$ cat src/tcgr_pkg.sv
// Shared types, constants and helpers of the text console glyph renderer.
// No dependencies; every file but tcgr_ram imports this package.
package tcgr_pkg;

  localparam int FONT_BYTES  = 8192;
  localparam int FONT_AW     = $clog2(FONT_BYTES);
  localparam int GLYPH_WIDTH = 8;
  localparam int LEFT_MARGIN = 8;

  // glyph address: code * height + row, wide enough to compare against the store size
  localparam int GA_W = 15;

  localparam int CMDQ_DEPTH = 2;
  localparam int CMDQ_AW    = $clog2(CMDQ_DEPTH);
  localparam int CMDQ_CW    = $clog2(CMDQ_DEPTH + 1);

  localparam int OQ_DEPTH = 2;
  localparam int OQ_AW    = $clog2(OQ_DEPTH);
  localparam int OQ_CW    = $clog2(OQ_DEPTH + 1);

  // input actions
  localparam logic [1:0] ACT_LOAD   = 2'd0;
  localparam logic [1:0] ACT_RENDER = 2'd1;
  localparam logic [1:0] ACT_CURSOR = 2'd2;

  // special characters
  localparam logic [7:0] CH_LF    = 8'd10;
  localparam logic [7:0] CH_CR    = 8'd13;
  localparam logic [7:0] CH_SPACE = 8'd32;

  // result kinds
  localparam logic KIND_ROW    = 1'b0;
  localparam logic KIND_SCROLL = 1'b1;

  // command kinds in the queue between front and back
  localparam logic CMD_WRITE = 1'b0;
  localparam logic CMD_DRAW  = 1'b1;

  // configuration register indexes
  localparam logic [1:0] CFG_SCREEN_WIDTH  = 2'd0;
  localparam logic [1:0] CFG_SCREEN_HEIGHT = 2'd1;
  localparam logic [1:0] CFG_GLYPH_HEIGHT  = 2'd2;
  localparam logic [1:0] CFG_BG_COLOR      = 2'd3;

  localparam logic [12:0] SCREEN_WIDTH_RST  = 13'd640;
  localparam logic [12:0] SCREEN_HEIGHT_RST = 13'd480;
  localparam logic [5:0]  GLYPH_HEIGHT_RST  = 6'd16;

  typedef struct packed {
    logic [12:0] sw;  // 16..4096
    logic [12:0] sh;  // 1..4096
    logic [5:0]  gh;  // 1..32
  } cfg_t;

  typedef struct packed {
    logic            op;
    logic            scroll;
    logic [GA_W-1:0] addr;
    logic [7:0]      data;
    logic [11:0]     col;
    logic [12:0]     line;
    logic [31:0]     color;
  } cmd_t;

  typedef struct packed {
    logic        kind;
    logic [11:0] x_pos;
    logic [12:0] y_pos;
    logic [7:0]  pattern;
    logic [31:0] fg_color;
    logic        last;
  } res_t;

  function automatic logic [12:0] clamp_sw(input logic [12:0] v);
    if (v < 13'd16) return 13'd16;
    if (v > 13'd4096) return 13'd4096;
    return v;
  endfunction

  function automatic logic [12:0] clamp_sh(input logic [12:0] v);
    if (v == 13'd0) return 13'd1;
    if (v > 13'd4096) return 13'd4096;
    return v;
  endfunction

  function automatic logic [5:0] clamp_gh(input logic [5:0] v);
    if (v == 6'd0) return 6'd1;
    if (v > 6'd32) return 6'd32;
    return v;
  endfunction

endpackage

$ cat src/tcgr_cmdq.sv
// Short command queue between front and back end.
// Depends on tcgr_pkg (cmd_t, queue depth).
module tcgr_cmdq (
  input  logic           clk,
  input  logic           rst_n,
  input  logic           push,
  input  tcgr_pkg::cmd_t push_cmd,
  output logic           full,
  input  logic           pop,
  output tcgr_pkg::cmd_t head,
  output logic           empty
);
  import tcgr_pkg::*;

  cmd_t               q_r [CMDQ_DEPTH];
  logic [CMDQ_AW-1:0] wr_ptr_r, wr_ptr_nxt;
  logic [CMDQ_AW-1:0] rd_ptr_r, rd_ptr_nxt;
  logic [CMDQ_CW-1:0] cnt_r, cnt_nxt;

  assign full  = (cnt_r == CMDQ_CW'(CMDQ_DEPTH));
  assign empty = (cnt_r == '0);
  assign head  = q_r[rd_ptr_r];

  always_comb begin
    wr_ptr_nxt = wr_ptr_r;
    rd_ptr_nxt = rd_ptr_r;
    if (push) begin
      wr_ptr_nxt = (wr_ptr_r == CMDQ_AW'(CMDQ_DEPTH - 1)) ? '0 : wr_ptr_r + 1'b1;
    end
    if (pop) begin
      rd_ptr_nxt = (rd_ptr_r == CMDQ_AW'(CMDQ_DEPTH - 1)) ? '0 : rd_ptr_r + 1'b1;
    end
    cnt_nxt = cnt_r + CMDQ_CW'(push) - CMDQ_CW'(pop);
  end

  always_ff @(posedge clk) begin
    if (push) begin
      q_r[wr_ptr_r] <= push_cmd;
    end
  end

  always_ff @(posedge clk) begin
    if (!rst_n) begin
      wr_ptr_r <= '0;
      rd_ptr_r <= '0;
      cnt_r    <= '0;
    end else begin
      wr_ptr_r <= wr_ptr_nxt;
      rd_ptr_r <= rd_ptr_nxt;
      cnt_r    <= cnt_nxt;
    end
  end

endmodule

$ cat config.mk
export PLATFORM = sky130hd
export DESIGN_NAME = tcgr_cmdq
export DESIGN_NICKNAME = d
export VERILOG_FILES = /design/src/tcgr_pkg.sv /design/src/tcgr_cmdq.sv
export SDC_FILE = /design/constraint.sdc
export NUM_CORES = 1
export LEC_CHECK = 0
export ABC_AREA = 1
export BUFFER_PORTS_ARGS = -buffer_cell sky130_fd_sc_hd__buf_2
export CAP_MARGIN = 30
export CORE_MARGIN = 4
export CORE_UTILIZATION = 57
export CTS_CLUSTER_DIAMETER = 40
export DETAILED_ROUTE_END_ITERATION = 7
export PLACE_DENSITY = 0.85
export SLEW_MARGIN = 20
export SYNTH_ARGS = -nofsm -noshare
export SYNTH_HDL_FRONTEND = slang
export SYNTH_SLANG_ARGS = --single-unit
$ cat constraint.sdc
create_clock -name clk -period 11.7 [get_ports clk]
set_clock_uncertainty 0.2 [all_clocks]
set_input_delay 0.585 -clock clk [delete_from_list [all_inputs] [get_ports clk]]
set_output_delay 0.585 -clock clk [all_outputs]
set_load 0.02 [all_outputs]
# After elaboration in Yosys (flattened, before gate mapping)
# Memory sizes are Yosys's and may differ from the RTL's. A register that Yosys moved wholly into a read port is not among the register bits.
# Cells that the tools add are included.
[op_classes]
add_sub_neg = 4
n_eq_ne = 1
muxes = 6
n_reduce_logical = 1
[op_table]
columns = ["op", "count"]
rows = [
  ["1-bit two-way mux", 6],
  ["1-bit adder, second input constant", 2],
  ["2-bit by 1-bit adder with 2-bit output", 1],
  ["2-bit equality test, second input constant", 1],
  ["2-bit logical NOT", 1],
  ["2-bit by 1-bit subtractor with 2-bit output", 1],
]
[word_totals]
reg_bits = 4
mem_bits_rw = 164
input_bits = 86
word_cells = 16
memories = 1
[memory_table]
columns = ["name", "words", "width", "rd", "rd_ports_with_merged_regs", "write_ports", "line", "source"]
rows = [
  ["q_r", 2, 82, 1, 1, 1, "tcgr_cmdq.sv:15", "cmd_t q_r [CMDQ_DEPTH];"],
]

# Depth between registers and ports, before layout
[depth]
depth_word = 4
depth_mapped = 9
depth_no_buf = 9

# Worst setup path after synthesis
# OpenSTA, ideal clock, no wires.
[synth_timing]
path_type = "input to register"
start = "input push"
end = "memory q_r[0][0] (netlist name) (enable)"
setup_ps = 525
arrival_ps = 4060
t_required_ps = 10975
path_slack_ps = 6915
cell_stages = 2
path_cell_list = "inv_1 nor2_1"
[synth_via]
elab_chain_cells = 2
[synth_rtl]
columns = ["element", "line", "source"]
rows = [
  ["start, declared", "tcgr_cmdq.sv:6", "input logic push,"],
  ["1-bit two-way mux", "tcgr_cmdq.sv:37", "if (push) begin"],
  ["1-bit two-way mux (implied by the code)", "tcgr_cmdq.sv:38", "q_r[wr_ptr_r] <= push_cmd;"],
  ["end, declared", "tcgr_cmdq.sv:15", ""],
]
# Every way passes these cells.

==> results.tsv <==
metric	value	unit
power density over the cells	172	nW/um^2
cell breakdown of the critical path	buf_4, mux2_4, buf_2	
number of instances resized during post-cts repair	0	
die footprint	13300	um^2
Final setup violation count	0	
peak supply drop	0.100	mV
final-report max-slew violation count	0	
maximum number of pins on one net before global-route repair	48	
GRT Residual Overflow	0	
CTS tree	built	
number of instances in the synthesized netlist	288	
count of distinct cell types in the synthesized netlist	12	
status	complete, no violations	
average wire per cell in the routed design	17.6	um
final period utilization	28.6	%
# fillers	683	
Final Hold Vio Count	0	
highest clock frequency the design can meet	299	MHz
worst setup slack before clock tree synthesis	8.78	ns
dpl cell area	7450	um^2
Starting DRT DRC Count	187	
kind of start point of the critical path	flop	
number of nets still failing antenna checks after routing	0	
pin slew with the least headroom to its limit	0.867	ns
family of cells with the greatest summed delay on the critical path	buffers and inverters	
classification of the worst-slack hold path	in -> reg	
final net count	559	
final antenna diode count	0	
share of the core filled with cells in the final layout	72.4	%
overall routed net length	11000	um
unrepaired setup endpoints after global routing	false	
Post-CTS Repair Setup Buffers	0	
area leader, netlist	sky130_fd_sc_hd__edfxtp_1	
die extent in x	115	um
number of flip-flops and latches in the synthesized netlist	169	
Post-Syn Nets	376	
number of cell rows	38	
number of iterations in the first detailed-routing pass	4	
antenna violations before repair	1	
max_slew headroom	42.2	%
top-level port count	170	
number of port buffers	169	
die height	115	um
clock latency reported for the late side of the worst-skew pair	0.40	ns
async set or reset register ratio after synthesis	0	%
leakage component of the power	0.00323	uW
Power Total	1370	uW
total track usage	17.2	%
DRC violation count after routing	0	
largest stage delay on the critical path	0.78	ns
mean cell area of the mapped netlist	22.7	um^2
drt via density	5.15	
Synthesis Warnings	0	
Worst Path Max Fanout	47	
Critical Path End Type	primary output	
time the worst path needs with I/O delays and setup	3.35	ns
buffers from clock root to sink, at most	2	
routing usage on met1	20.2	%
share of the yosys chip area belonging to registers	76.8	%
area growth from synthesis to layout	22.1	%
clock sinks	169	
vias in the first global route	3337	
max-capacitance violation count	0	
initial standard-cell utilization of the core	59.3	%
most frequent cell after synthesis	sky130_fd_sc_hd__edfxtp_1	
count of flip-flops with a built-in enable after synthesis	164	
wire length of the first global-routing pass	16600	um
Routability Congestion	0.709	
cell with the largest stage delay on the worst path	sky130_fd_sc_hd__buf_4	
clock input transition at the sequential cells of the worst setup and hold paths	0.07	ns
most heavily used metal layer in global routing	met2	
Fin Setup TNS	0	ns
fraction of layout cells with a size suffix above 1	58.7	%
Global Route met2 Usage	28.8	%
main area contributors after synthesis	sky130_fd_sc_hd__edfxtp_1 75%, sky130_fd_sc_hd__mux2_4 18%, sky130_fd_sc_hd__buf_12 2.4%	
H-tree levels	4	
clock root buffer	sky130_fd_sc_hd__clkbuf_16	
area share of the largest cell type after synthesis	75.2	%
predominant post-synthesis flop cell	sky130_fd_sc_hd__edfxtp_1	
final non-filler cell area	7990	um^2
most common library cells after synthesis	164 x sky130_fd_sc_hd__edfxtp_1, 80 x sky130_fd_sc_hd__mux2_4, 9 x sky130_fd_sc_hd__nor2_1	
WP buf/inv	2	
arrival time worst endpoint	2.56	ns
setup ws final	8.35	ns
required time of the critical path	10.92	ns
number of hold buffers added after cts	0	
via count	3212	
Setup CP Type	reg -> out	
post-DP HPWL	7620	um
area of the placeable core	11000	um^2
total clock buffers created by CTS	17	
netlist area before placement	6550	um^2
met3 demand-to-capacity share in global routing	6.42	%
## cells by family (layout without fill, tap and decap cells)
kind of cell / after synthesis / after routing / synth area share (%)
flops: 169 / 169 / 76.8
mux: 82 / 82 / 18.7
simple gates: 18 / 18 / 1.05
fa+ha+maj: 2 / 2 / 0.382
compound gates: 1 / 1 / 0.0764
buf+inv: 16 / 212 / 3.02
## area by class of cell
cell class | count | area, um^2 | share of cell area, %
multi-input combinational | 103 | 1330 | 16.6
sequential | 169 | 5030 | 62.9
clock inverter | 13 | 108 | 1.35
timing repair buffer | 173 | 888 | 11.1
clock buffer | 19 | 433 | 5.42
inverter | 7 | 27.5 | 0.345
tap | 140 | 175 | 2.19
## placed cells by master (no fill, tap or decap), types with 2 or more instances in the layout
cell                           n
sky130_fd_sc_hd__buf_2       169
sky130_fd_sc_hd__edfxtp_1    164
sky130_fd_sc_hd__mux2_4       80
sky130_fd_sc_hd__clkbuf_16    17
sky130_fd_sc_hd__nor2_1        8
sky130_fd_sc_hd__nand2_1       8
sky130_fd_sc_hd__inv_1         6
sky130_fd_sc_hd__clkinv_1      4
sky130_fd_sc_hd__clkinv_4      4
sky130_fd_sc_hd__dfxtp_1       4
sky130_fd_sc_hd__clkinvlp_4    3
sky130_fd_sc_hd__buf_4         3
sky130_fd_sc_hd__clkinv_2      2
sky130_fd_sc_hd__mux2_2        2
sky130_fd_sc_hd__ha_1          2
sky130_fd_sc_hd__clkbuf_1      2
## report_power, final
part / leakage (uW) / internal, uW / switching (uW) / total [uW]
Sequential: 0.00158 / 701 / 13.8 / 715
Clock: 0.000253 / 290 / 212 / 502
Combinational: 0.00139 / 72.3 / 85.0 / 157
Total: 0.00323 / 1060 / 311 / 1370
## metal layers
metal	share of wire [%]	up-vias
met1	38	1552
met3	8.7	23
met4	1.7	2
li1	-	1491
met2	52	144
met5	0.18	-
## worst paths after layout
kind	start	end	slack, ns	cells past startpoint
hold reg to reg	rd_ptr_r	flop	0.33	2
setup reg to reg	wr_ptr_r	q_r[1][80]	9.49	3
setup / recovery	flop	head[2]	8.35	3
hold / removal	push_cmd[76]	q_r[1][76]	0.16	1
## through the flow
step | hold slack [ns] | instances
final | 0.160 | 624
after global routing | 0.139 | 624
after CTS | 0.141 | 624
after detailed placement | 0.329 | 592
after global placement | 0.279 | 591
after floorplan | 0.263 | 288
## registers in the layout (all words and copies together), names as in the netlist, named ones only
register  count
rd_ptr_r      1
q_r         164
wr_ptr_r      1
cnt_r         2
Note: power is estimated with default switching activity, not from simulation.
