`src/tcgr_pkg.sv`:
```
// Shared types, constants and helpers of the text console glyph renderer.
// No dependencies; every file but tcgr_ram imports this package.
package tcgr_pkg;

  localparam int FONT_BYTES  = 8192;
  localparam int FONT_AW     = $clog2(FONT_BYTES);
  localparam int GLYPH_WIDTH = 8;
  localparam int LEFT_MARGIN = 8;

  // glyph address: code * height + row, wide enough to compare against the store size
  localparam int GA_W = 15;

  localparam int CMDQ_DEPTH = 2;
  localparam int CMDQ_AW    = $clog2(CMDQ_DEPTH);
  localparam int CMDQ_CW    = $clog2(CMDQ_DEPTH + 1);

  localparam int OQ_DEPTH = 2;
  localparam int OQ_AW    = $clog2(OQ_DEPTH);
  localparam int OQ_CW    = $clog2(OQ_DEPTH + 1);

  // input actions
  localparam logic [1:0] ACT_LOAD   = 2'd0;
  localparam logic [1:0] ACT_RENDER = 2'd1;
  localparam logic [1:0] ACT_CURSOR = 2'd2;

  // special characters
  localparam logic [7:0] CH_LF    = 8'd10;
  localparam logic [7:0] CH_CR    = 8'd13;
  localparam logic [7:0] CH_SPACE = 8'd32;

  // result kinds
  localparam logic KIND_ROW    = 1'b0;
  localparam logic KIND_SCROLL = 1'b1;

  // command kinds in the queue between front and back
  localparam logic CMD_WRITE = 1'b0;
  localparam logic CMD_DRAW  = 1'b1;

  // configuration register indexes
  localparam logic [1:0] CFG_SCREEN_WIDTH  = 2'd0;
  localparam logic [1:0] CFG_SCREEN_HEIGHT = 2'd1;
  localparam logic [1:0] CFG_GLYPH_HEIGHT  = 2'd2;
  localparam logic [1:0] CFG_BG_COLOR      = 2'd3;

  localparam logic [12:0] SCREEN_WIDTH_RST  = 13'd640;
  localparam logic [12:0] SCREEN_HEIGHT_RST = 13'd480;
  localparam logic [5:0]  GLYPH_HEIGHT_RST  = 6'd16;

  typedef struct packed {
    logic [12:0] sw;  // 16..4096
    logic [12:0] sh;  // 1..4096
    logic [5:0]  gh;  // 1..32
  } cfg_t;

  typedef struct packed {
    logic            op;
    logic            scroll;
    logic [GA_W-1:0] addr;
    logic [7:0]      data;
    logic [11:0]     col;
    logic [12:0]     line;
    logic [31:0]     color;
  } cmd_t;

  typedef struct packed {
    logic        kind;
    logic [11:0] x_pos;
    logic [12:0] y_pos;
    logic [7:0]  pattern;
    logic [31:0] fg_color;
    logic        last;
  } res_t;

  function automatic logic [12:0] clamp_sw(input logic [12:0] v);
    if (v < 13'd16) return 13'd16;
    if (v > 13'd4096) return 13'd4096;
    return v;
  endfunction

  function automatic logic [12:0] clamp_sh(input logic [12:0] v);
    if (v == 13'd0) return 13'd1;
    if (v > 13'd4096) return 13'd4096;
    return v;
  endfunction

  function automatic logic [5:0] clamp_gh(input logic [5:0] v);
    if (v == 6'd0) return 6'd1;
    if (v > 6'd32) return 6'd32;
    return v;
  endfunction

endpackage

```
`src/tcgr_front.sv`:
```
// Front end: accepts items, keeps the pixel cursor and turns in-range font loads
// and non-CR renders into font write or glyph draw commands. Depends on tcgr_pkg.
module tcgr_front (
  input  logic            clk,
  input  logic            rst_n,
  input  tcgr_pkg::cfg_t  cfg,
  input  logic            accept,
  input  logic [1:0]      action,
  input  logic [7:0]      char_code,
  input  logic [31:0]     fg_color,
  input  logic [12:0]     font_addr,
  input  logic [7:0]      font_byte,
  input  logic [11:0]     cursor_x,
  input  logic [11:0]     cursor_y,
  output logic            q_push,
  output tcgr_pkg::cmd_t  q_cmd
);
  import tcgr_pkg::*;

  logic [11:0] col_r, col_nxt;
  logic [12:0] line_r, line_nxt;

  logic            is_lf;
  logic [12:0]     nl_line;
  logic [12:0]     d_line_in;
  logic [11:0]     d_col;
  logic [7:0]      d_code;
  logic [31:0]     d_color;
  logic            d_scroll;
  logic [12:0]     d_line;
  logic [GA_W-1:0] d_base;
  logic [12:0]     col_adv;
  logic            wrap;
  logic            load_ok;
  logic            cursor_ok;

  assign is_lf     = (char_code == CH_LF);
  assign nl_line   = line_r + {7'd0, cfg.gh};
  assign d_line_in = is_lf ? nl_line : line_r;
  assign d_col     = is_lf ? 12'(LEFT_MARGIN) : col_r;
  assign d_code    = is_lf ? CH_SPACE : char_code;
  assign d_color   = is_lf ? 32'd0 : fg_color;
  assign d_scroll  = ({1'b0, d_line_in} + {8'd0, cfg.gh}) > {1'b0, cfg.sh};
  // move up one glyph height, saturating at the top line
  assign d_line    = !d_scroll ? d_line_in :
                     (d_line_in >= {7'd0, cfg.gh}) ? d_line_in - {7'd0, cfg.gh} : 13'd0;
  assign d_base    = GA_W'(d_code) * GA_W'(cfg.gh);
  assign col_adv   = {1'b0, col_r} + 13'(GLYPH_WIDTH);
  assign wrap      = ({1'b0, col_adv} + 14'(GLYPH_WIDTH)) > {1'b0, cfg.sw};
  assign load_ok   = GA_W'(font_addr) < GA_W'(FONT_BYTES);
  assign cursor_ok = ({1'b0, cursor_x} <= cfg.sw) && ({1'b0, cursor_y} <= cfg.sh);

  always_comb begin
    col_nxt  = col_r;
    line_nxt = line_r;
    q_push   = 1'b0;
    q_cmd    = '0;
    if (accept) begin
      case (action)
        ACT_LOAD: begin
          if (load_ok) begin
            q_push     = 1'b1;
            q_cmd.op   = CMD_WRITE;
            q_cmd.addr = GA_W'(font_addr);
            q_cmd.data = font_byte;
          end
        end
        ACT_RENDER: begin
          if (char_code == CH_CR) begin
            col_nxt = 12'(LEFT_MARGIN);
          end else begin
            q_push       = 1'b1;
            q_cmd.op     = CMD_DRAW;
            q_cmd.scroll = d_scroll;
            q_cmd.addr   = d_base;
            q_cmd.col    = d_col;
            q_cmd.line   = d_line;
            q_cmd.color  = d_color;
            if (is_lf) begin
              col_nxt  = 12'(LEFT_MARGIN);
              line_nxt = d_line;
            end else if (wrap) begin
              col_nxt  = 12'(LEFT_MARGIN);
              line_nxt = d_line + {7'd0, cfg.gh};
            end else begin
              col_nxt  = col_adv[11:0];
              line_nxt = d_line;
            end
          end
        end
        ACT_CURSOR: begin
          if (cursor_ok) begin
            col_nxt  = cursor_x;
            line_nxt = {1'b0, cursor_y};
          end
        end
        default: begin
        end
      endcase
    end
  end

  always_ff @(posedge clk) begin
    if (!rst_n) begin
      col_r  <= '0;
      line_r <= '0;
    end else begin
      col_r  <= col_nxt;
      line_r <= line_nxt;
    end
  end

endmodule

```
`config.mk`:
```
export PLATFORM = sky130hd
export DESIGN_NAME = tcgr_front
export DESIGN_NICKNAME = d
export VERILOG_FILES = /design/src/tcgr_pkg.sv /design/src/tcgr_front.sv
export SDC_FILE = /design/constraint.sdc
export NUM_CORES = 1
export LEC_CHECK = 0
export BUFFER_PORTS_ARGS = -buffer_cell sky130_fd_sc_hd__buf_2
export CAP_MARGIN = 20
export CORE_ASPECT_RATIO = 1.75
export CORE_MARGIN = 2
export CORE_UTILIZATION = 45
export DETAILED_ROUTE_END_ITERATION = 16
export PLACE_DENSITY_LB_ADDON = 0.1
export SYNTH_ARGS = -nofsm -noshare
export SYNTH_HDL_FRONTEND = slang
export SYNTH_SLANG_ARGS = --single-unit
```
`constraint.sdc`:
```
create_clock -name clk -period 8.7 [get_ports clk]
set_input_delay 1.74 -clock clk [delete_from_list [all_inputs] [get_ports clk]]
set_output_delay 1.74 -clock clk [all_outputs]
set_load 0.005 [all_outputs]
```
Word level (Yosys, flattened, before mapping)
Cells that the tools add are included.
- flip-flop bits (word level): 25
- bits of input ports: 122
- output and inout port bits: 83
- logic and storage cells: 52
- add/sub/neg operators: 6
- $mul: 1
- magnitude comparators: 5
- eq/ne operators: 6
- multiplexer cells: 27
- reduce and logical (&&, ||, !) cells: 5
- operators with widths (operator ; count):
    $mux 57 ; 2
    $mux 13 ; 7
    $mux 82 ; 1
    $mux 12 ; 5
    $mux 32 ; 1
    $pmux 15 s2 ; 1
    $gt 14x13->1 ; 2
    $add 13x6->13 ; 2
    $le 12x13->1 ; 2
    $pmux 13 s2 ; 1
    $pmux 12 s2 ; 1
    $mux 17 ; 1
    $eq 8x4->1 const B ; 2
    $mux 8 ; 2
    $add 13x4->14 const B ; 1
    $add 13x6->14 ; 1
    $mul 8x6->14 ; 1
    $add 12x4->13 const B ; 1
    $ge 13x6->1 ; 1
    $sub 13x6->13 ; 1
    $mux 1 ; 4
    $ne 2x2->1 const B ; 2
    $reduce_and 4->1 ; 1
    $reduce_and 3->1 ; 1
    6 further kinds ; 6

Longest topological paths before layout
- word-level depth: 10
- gate-level depth with buffers: 41
- mapped depth without buffers: 39

Worst setup path after synthesis
No wires, ideal clock.
- path kind: input to register
- start point: input port char_code[5]
- end point: register line_r[12]
- setup time: 135 ps
- arrival time: 8632 ps
- required time: 8565 ps
- slack: -67 ps
- cell stages on the path: 36
- buffers on the path: 3
- cell sequence: or4_1 -> buf_2 -> nor2_1 -> clkbuf_1 -> mux2i_1 -> inv_1 -> ha_1 -> nand2b_1 -> a221oi_1 -> o41a_1 -> and2_1 -> maj3_1 -> nand2_1 -> xnor2_1 -> ha_1 -> nand4_1 -> nor2_1 -> a2111oi_0 -> a211o_1 -> o41ai_4 -> buf_4 -> o22a_1 -> inv_1 -> ha_1 -> inv_1 -> fa_1 -> nor2b_1 -> o21ai_0 -> nand2b_1 -> a21o_1 -> a21oi_1 -> or2_2 -> nor4_1 -> nand4_1 -> xnor2_1 -> o22ai_1
- cells in the longest elaborated chain, start to end: 10
- elaborated cells on any way between the ends: 16
- those cells by class: add/sub: 3; order compare: 2; eq/ne: 3; mux: 7; reduce/logical: 1
- ends and longest elaborated chain (element ; line ; text):
    start: declaration ; tcgr_front.sv:9 ; input logic [7:0] char_code,
    $eq 8x4->1 ; tcgr_front.sv:37 ; assign is_lf = (char_code == CH_LF);
    $mux 13 ; tcgr_front.sv:39 ; assign d_line_in = is_lf ? nl_line : line_r;
    $add 13x6->14, or another cell as far along ; tcgr_front.sv:43 ; assign d_scroll = ({1'b0, d_line_in} + {8'd0, cfg.gh}) > {1'b0, cfg.sh};
    $gt 14x13->1 / $mux 13 (equally long branches) ; tcgr_front.sv:43, tcgr_front.sv:46 ;
    $mux 13 ; tcgr_front.sv:45 ; assign d_line = !d_scroll ? d_line_in :
    $add 13x6->13 ; tcgr_front.sv:84 ; line_nxt = d_line + {7'd0, cfg.gh};
    $mux 13 ; tcgr_front.sv:82 ; end else if (wrap) begin
    $mux 13 ; tcgr_front.sv:79 ; if (is_lf) begin
    $mux 13 ; tcgr_front.sv:69 ; if (char_code == CH_CR) begin
    $pmux 13 s2 ; tcgr_front.sv:59 ; case (action)
    end signal: assignment ; tcgr_front.sv:109 ; line_r <= line_nxt;
    end: declaration ; tcgr_front.sv:21 ; logic [12:0] line_r, line_nxt;
Several ways; a longest one is shown, not always the timed one. The select of a mux whose other input is x is not followed.
A chain may end at the register's enable or synchronous reset.

==> run metrics <==
status completed; multi-input logic area 6093 um^2; worst path required time 6.96 ns; Fin Setup TNS 0 ns; Synth Flop Type dfxtp_1; post-route clock skew 0.01102 ns; Worst Setup EP q_cmd[44]; fin crit share 96.54%; Die Y 169.3 um; DRC Markers 0; WL per Instance 18.64 um; Pwr Density 79.13 nW/um^2; initial antenna violation count 0; Initial Util 45.86%; Antenna diodes 0; clock buffer depth 2; slowest stage delay, CP 0.41 ns; Syn-to-layout area delta 23.80%; register area share after synthesis 7.126%; Pleak 0.004564 uW; Core Region 15,310 um^2; Reg area 500.5 um^2; Worst Hold Class reg2reg; drt pass-1 iters 5; total I/O pin count 205; full die area 16,660 um^2; GP Congestion 0.9469; Mapped Nets 1,207; # fillers 1,583; crit path time final 8.399 ns; Avg Cell Area, Syn 7.362 um^2; gr usage total 29.44%; post-place setup slack -0.03080 ns; Max Slew Vio Count 0; Gate power share 65.3%; row count 60; setup violators final 0; crit path launch type input port; clk root buf clkbuf_16; Clk Latency, worst-skew pair 0.27 ns; R2R cell count 36; first-pass GRT wire length 39,590 um; worst vdd ir 0.00007431 V; crit path from cfg[1]; Slowest-stage cell, CP o41a_1; Antenna Nets Post-Route 0; max cap viols 0; P_sw 310.0 uW; PortBufs 203; critical path depth in cells 26; H-tree levels 1; Post-Syn Instances 954; global route total overflow 0; Reg2Reg Setup Slack 1.62 ns; Crit Path Class in2out; final worst setup slack 0.3011 ns; relative max-transition margin 35.68%; Inserted Clock Buffers 3; Yosys cell types 83; CTS tree yes; DPL Wire Length 21,040 um; Sw Share 45.06%; worst r2r src line_r[1]$_SDFFE_PN0P_; Least-Margin Pin Slew 0.9613 ns; sequential share of power 18.6%; clock power share 16.1%; Final Util 56.77%; CTS sink count 25; vias in the first global route 7,613; vias per std cell 5.679; via count 7,649; yosys warns 0; fin nets 1,415; Clock transition at path regs 0.08 ns; Die X 98.44 um; drt initial violations 333; mapped cell area 7023 um^2; Pint 378.0 uW; share of cells above drive strength 1 26.61%; WL final 25,110 um; EDFF count, synth 0; number of synthesized register bits 25; CP delay by family, top compound AO/OA/AOI/OAI gates; r2r endpoint line_r[12]$_SDFFE_PN0P_; max frequency 119.1 MHz; largest net degree at the start of global routing 50; Critical Path End Type output port; endpoints failing hold 0; ys async rst share 0%; worst path buffer plus inverter count 4; CP Max Fanout 9; Crit path arrival time 6.66 ns
## registers in the layout (all words and copies together), names as in the netlist
name / flops
col_r: 12
line_r: 13
## timing repair
action,CTS,global route
hold buffers,0,0
gates resized for setup,2,35
setup buffers,0,3
pin swaps,0,9
setup endpoints to repair,1,23
## final cells by class
class	instances	share of cell area, %
Tap cell	186	2.677
Timing Repair Buffer	254	16.18
Clock buffer	3	0.8634
Sequential cell	25	5.756
Clock inverter	1	0.08634
Inverter	101	4.360
Multi-Input combinational cell	777	70.08
## synthesized netlist by cell type, types with 11 or more instances
library cell / n / area, um^2
clkbuf_1: 45 / 168.9
nand2_1: 67 / 251.5
xor2_1: 15 / 131.4
inv_1: 101 / 379.1
and3_1: 61 / 381.6
fa_1: 29 / 580.6
nand3_1: 30 / 150.1
and2_1: 28 / 175.2
nand4_1: 16 / 100.1
mux2i_1: 12 / 120.1
xnor2_1: 35 / 306.5
ha_1: 102 / 1276
a22oi_1: 11 / 82.58
nor3_1: 17 / 85.08
nor2_1: 70 / 262.8
a21oi_1: 50 / 250.2
nor2b_1: 15 / 93.84
nand2b_1: 20 / 125.1
dfxtp_1: 25 / 500.5
a21o_1: 13 / 97.59
o21ai_0: 49 / 245.2
## worst register-to-register path, delay by kind of cell (launching register included)
family | cells | cell delay, ns
compound gates | 12 | 2.20
simple gates | 11 | 1.79
fa+ha+maj | 6 | 1.70
flops | 1 | 0.47
xor+xnor | 3 | 0.35
buf+inv | 3 | 0.23
mux | 1 | 0.19
## worst min-delay path by stage
stage               slack (ns)                  start               endpoint  cells after the start
finish                    0.47  col_r[0]$_SDFFE_PN0P_  col_r[0]$_SDFFE_PN0P_                      2
floorplan                 0.43  col_r[0]$_SDFFE_PN0P_  col_r[0]$_SDFFE_PN0P_                      2
CTS                       0.46  col_r[0]$_SDFFE_PN0P_  col_r[0]$_SDFFE_PN0P_                      2
detailed placement        0.45  col_r[0]$_SDFFE_PN0P_  col_r[0]$_SDFFE_PN0P_                      2
global route              0.49  col_r[0]$_SDFFE_PN0P_  col_r[0]$_SDFFE_PN0P_                      2
global placement          0.44  col_r[0]$_SDFFE_PN0P_  col_r[0]$_SDFFE_PN0P_                      2
## power groups by stage
stage                     Combinational (uW)  Sequential [uW]  Clock [uW]
final                                    449              128         111
after global routing                     507              129         116
after CTS                                440              128         111
after detailed placement                 437              131           0
after global placement                   430              131           0
after floorplan                          295              124           0
## per-layer routing
| metal | part of all wire [%] | vias to the layer above | global-route usage, % |
|---|---|---|---|
| li1 | - | 3772 | - |
| met1 | 37 | 3574 | 32.54 |
| met2 | 53 | 244 | 56.02 |
| met3 | 4.2 | 59 | 2.018 |
| met4 | 5.2 | 0 | 14.06 |
| met5 | 0 | - | 0 |
## layout by cell type, fill, tap and decap left out, types with 4 or more instances in the layout
| cell type | instances |
|---|---|
| a211o_1 | 4 |
| a21o_1 | 13 |
| nand4_1 | 16 |
| o21bai_1 | 5 |
| o32ai_1 | 4 |
| buf_2 | 203 |
| and3_1 | 61 |
| o211ai_1 | 8 |
| o21a_1 | 6 |
| buf_4 | 49 |
| a22oi_1 | 11 |
| nor3_1 | 17 |
| nor2_1 | 66 |
| mux2i_1 | 11 |
| inv_1 | 101 |
| o21ai_0 | 43 |
| xor2_1 | 14 |
| nand2b_1 | 19 |
| or3_1 | 4 |
| fa_1 | 28 |
| nor3b_1 | 5 |
| nand2_1 | 67 |
| and2_1 | 28 |
| nor2_2 | 4 |
| dfxtp_1 | 25 |
| nor4_1 | 6 |
| o21ai_1 | 11 |
| a21oi_1 | 48 |
| a211oi_1 | 8 |
| nor2b_1 | 15 |
| or2_2 | 5 |
| ha_1 | 101 |
| nand3_1 | 29 |
| xnor2_1 | 34 |
## cells by family (layout without fill, tap and decap cells)
group | Yosys count | count (layout) | share of synthesized area, %
multiplexers | 16 | 16 | 2.512
adder cells (fa/ha/maj) | 132 | 132 | 26.58
other | 1 | 1 | 0.05340
AO/OA/AOI/OAI | 211 | 211 | 21.27
flip-flops | 25 | 25 | 7.126
buffers and inverters | 152 | 359 | 8.284
AND/OR/NAND/NOR | 365 | 365 | 27.47
XOR/XNOR | 52 | 52 | 6.699
## per-stage QoR
step / hold WS (ns) / area [um^2] / power (uW) / std cells
finish: 0.4653 / 8695 / 688.0 / 1347
CTS: 0.4594 / 8529 / 678.4 / 1344
detailed placement: 0.4459 / 8438 / 567.2 / 1340
global route: 0.4908 / 8695 / 751.3 / 1347
global placement: 0.4430 / 8438 / 560.9 / 1340
floorplan: 0.4319 / 7028 / 418.8 / 954
No activity file was read; power rests on OpenSTA's default activity.
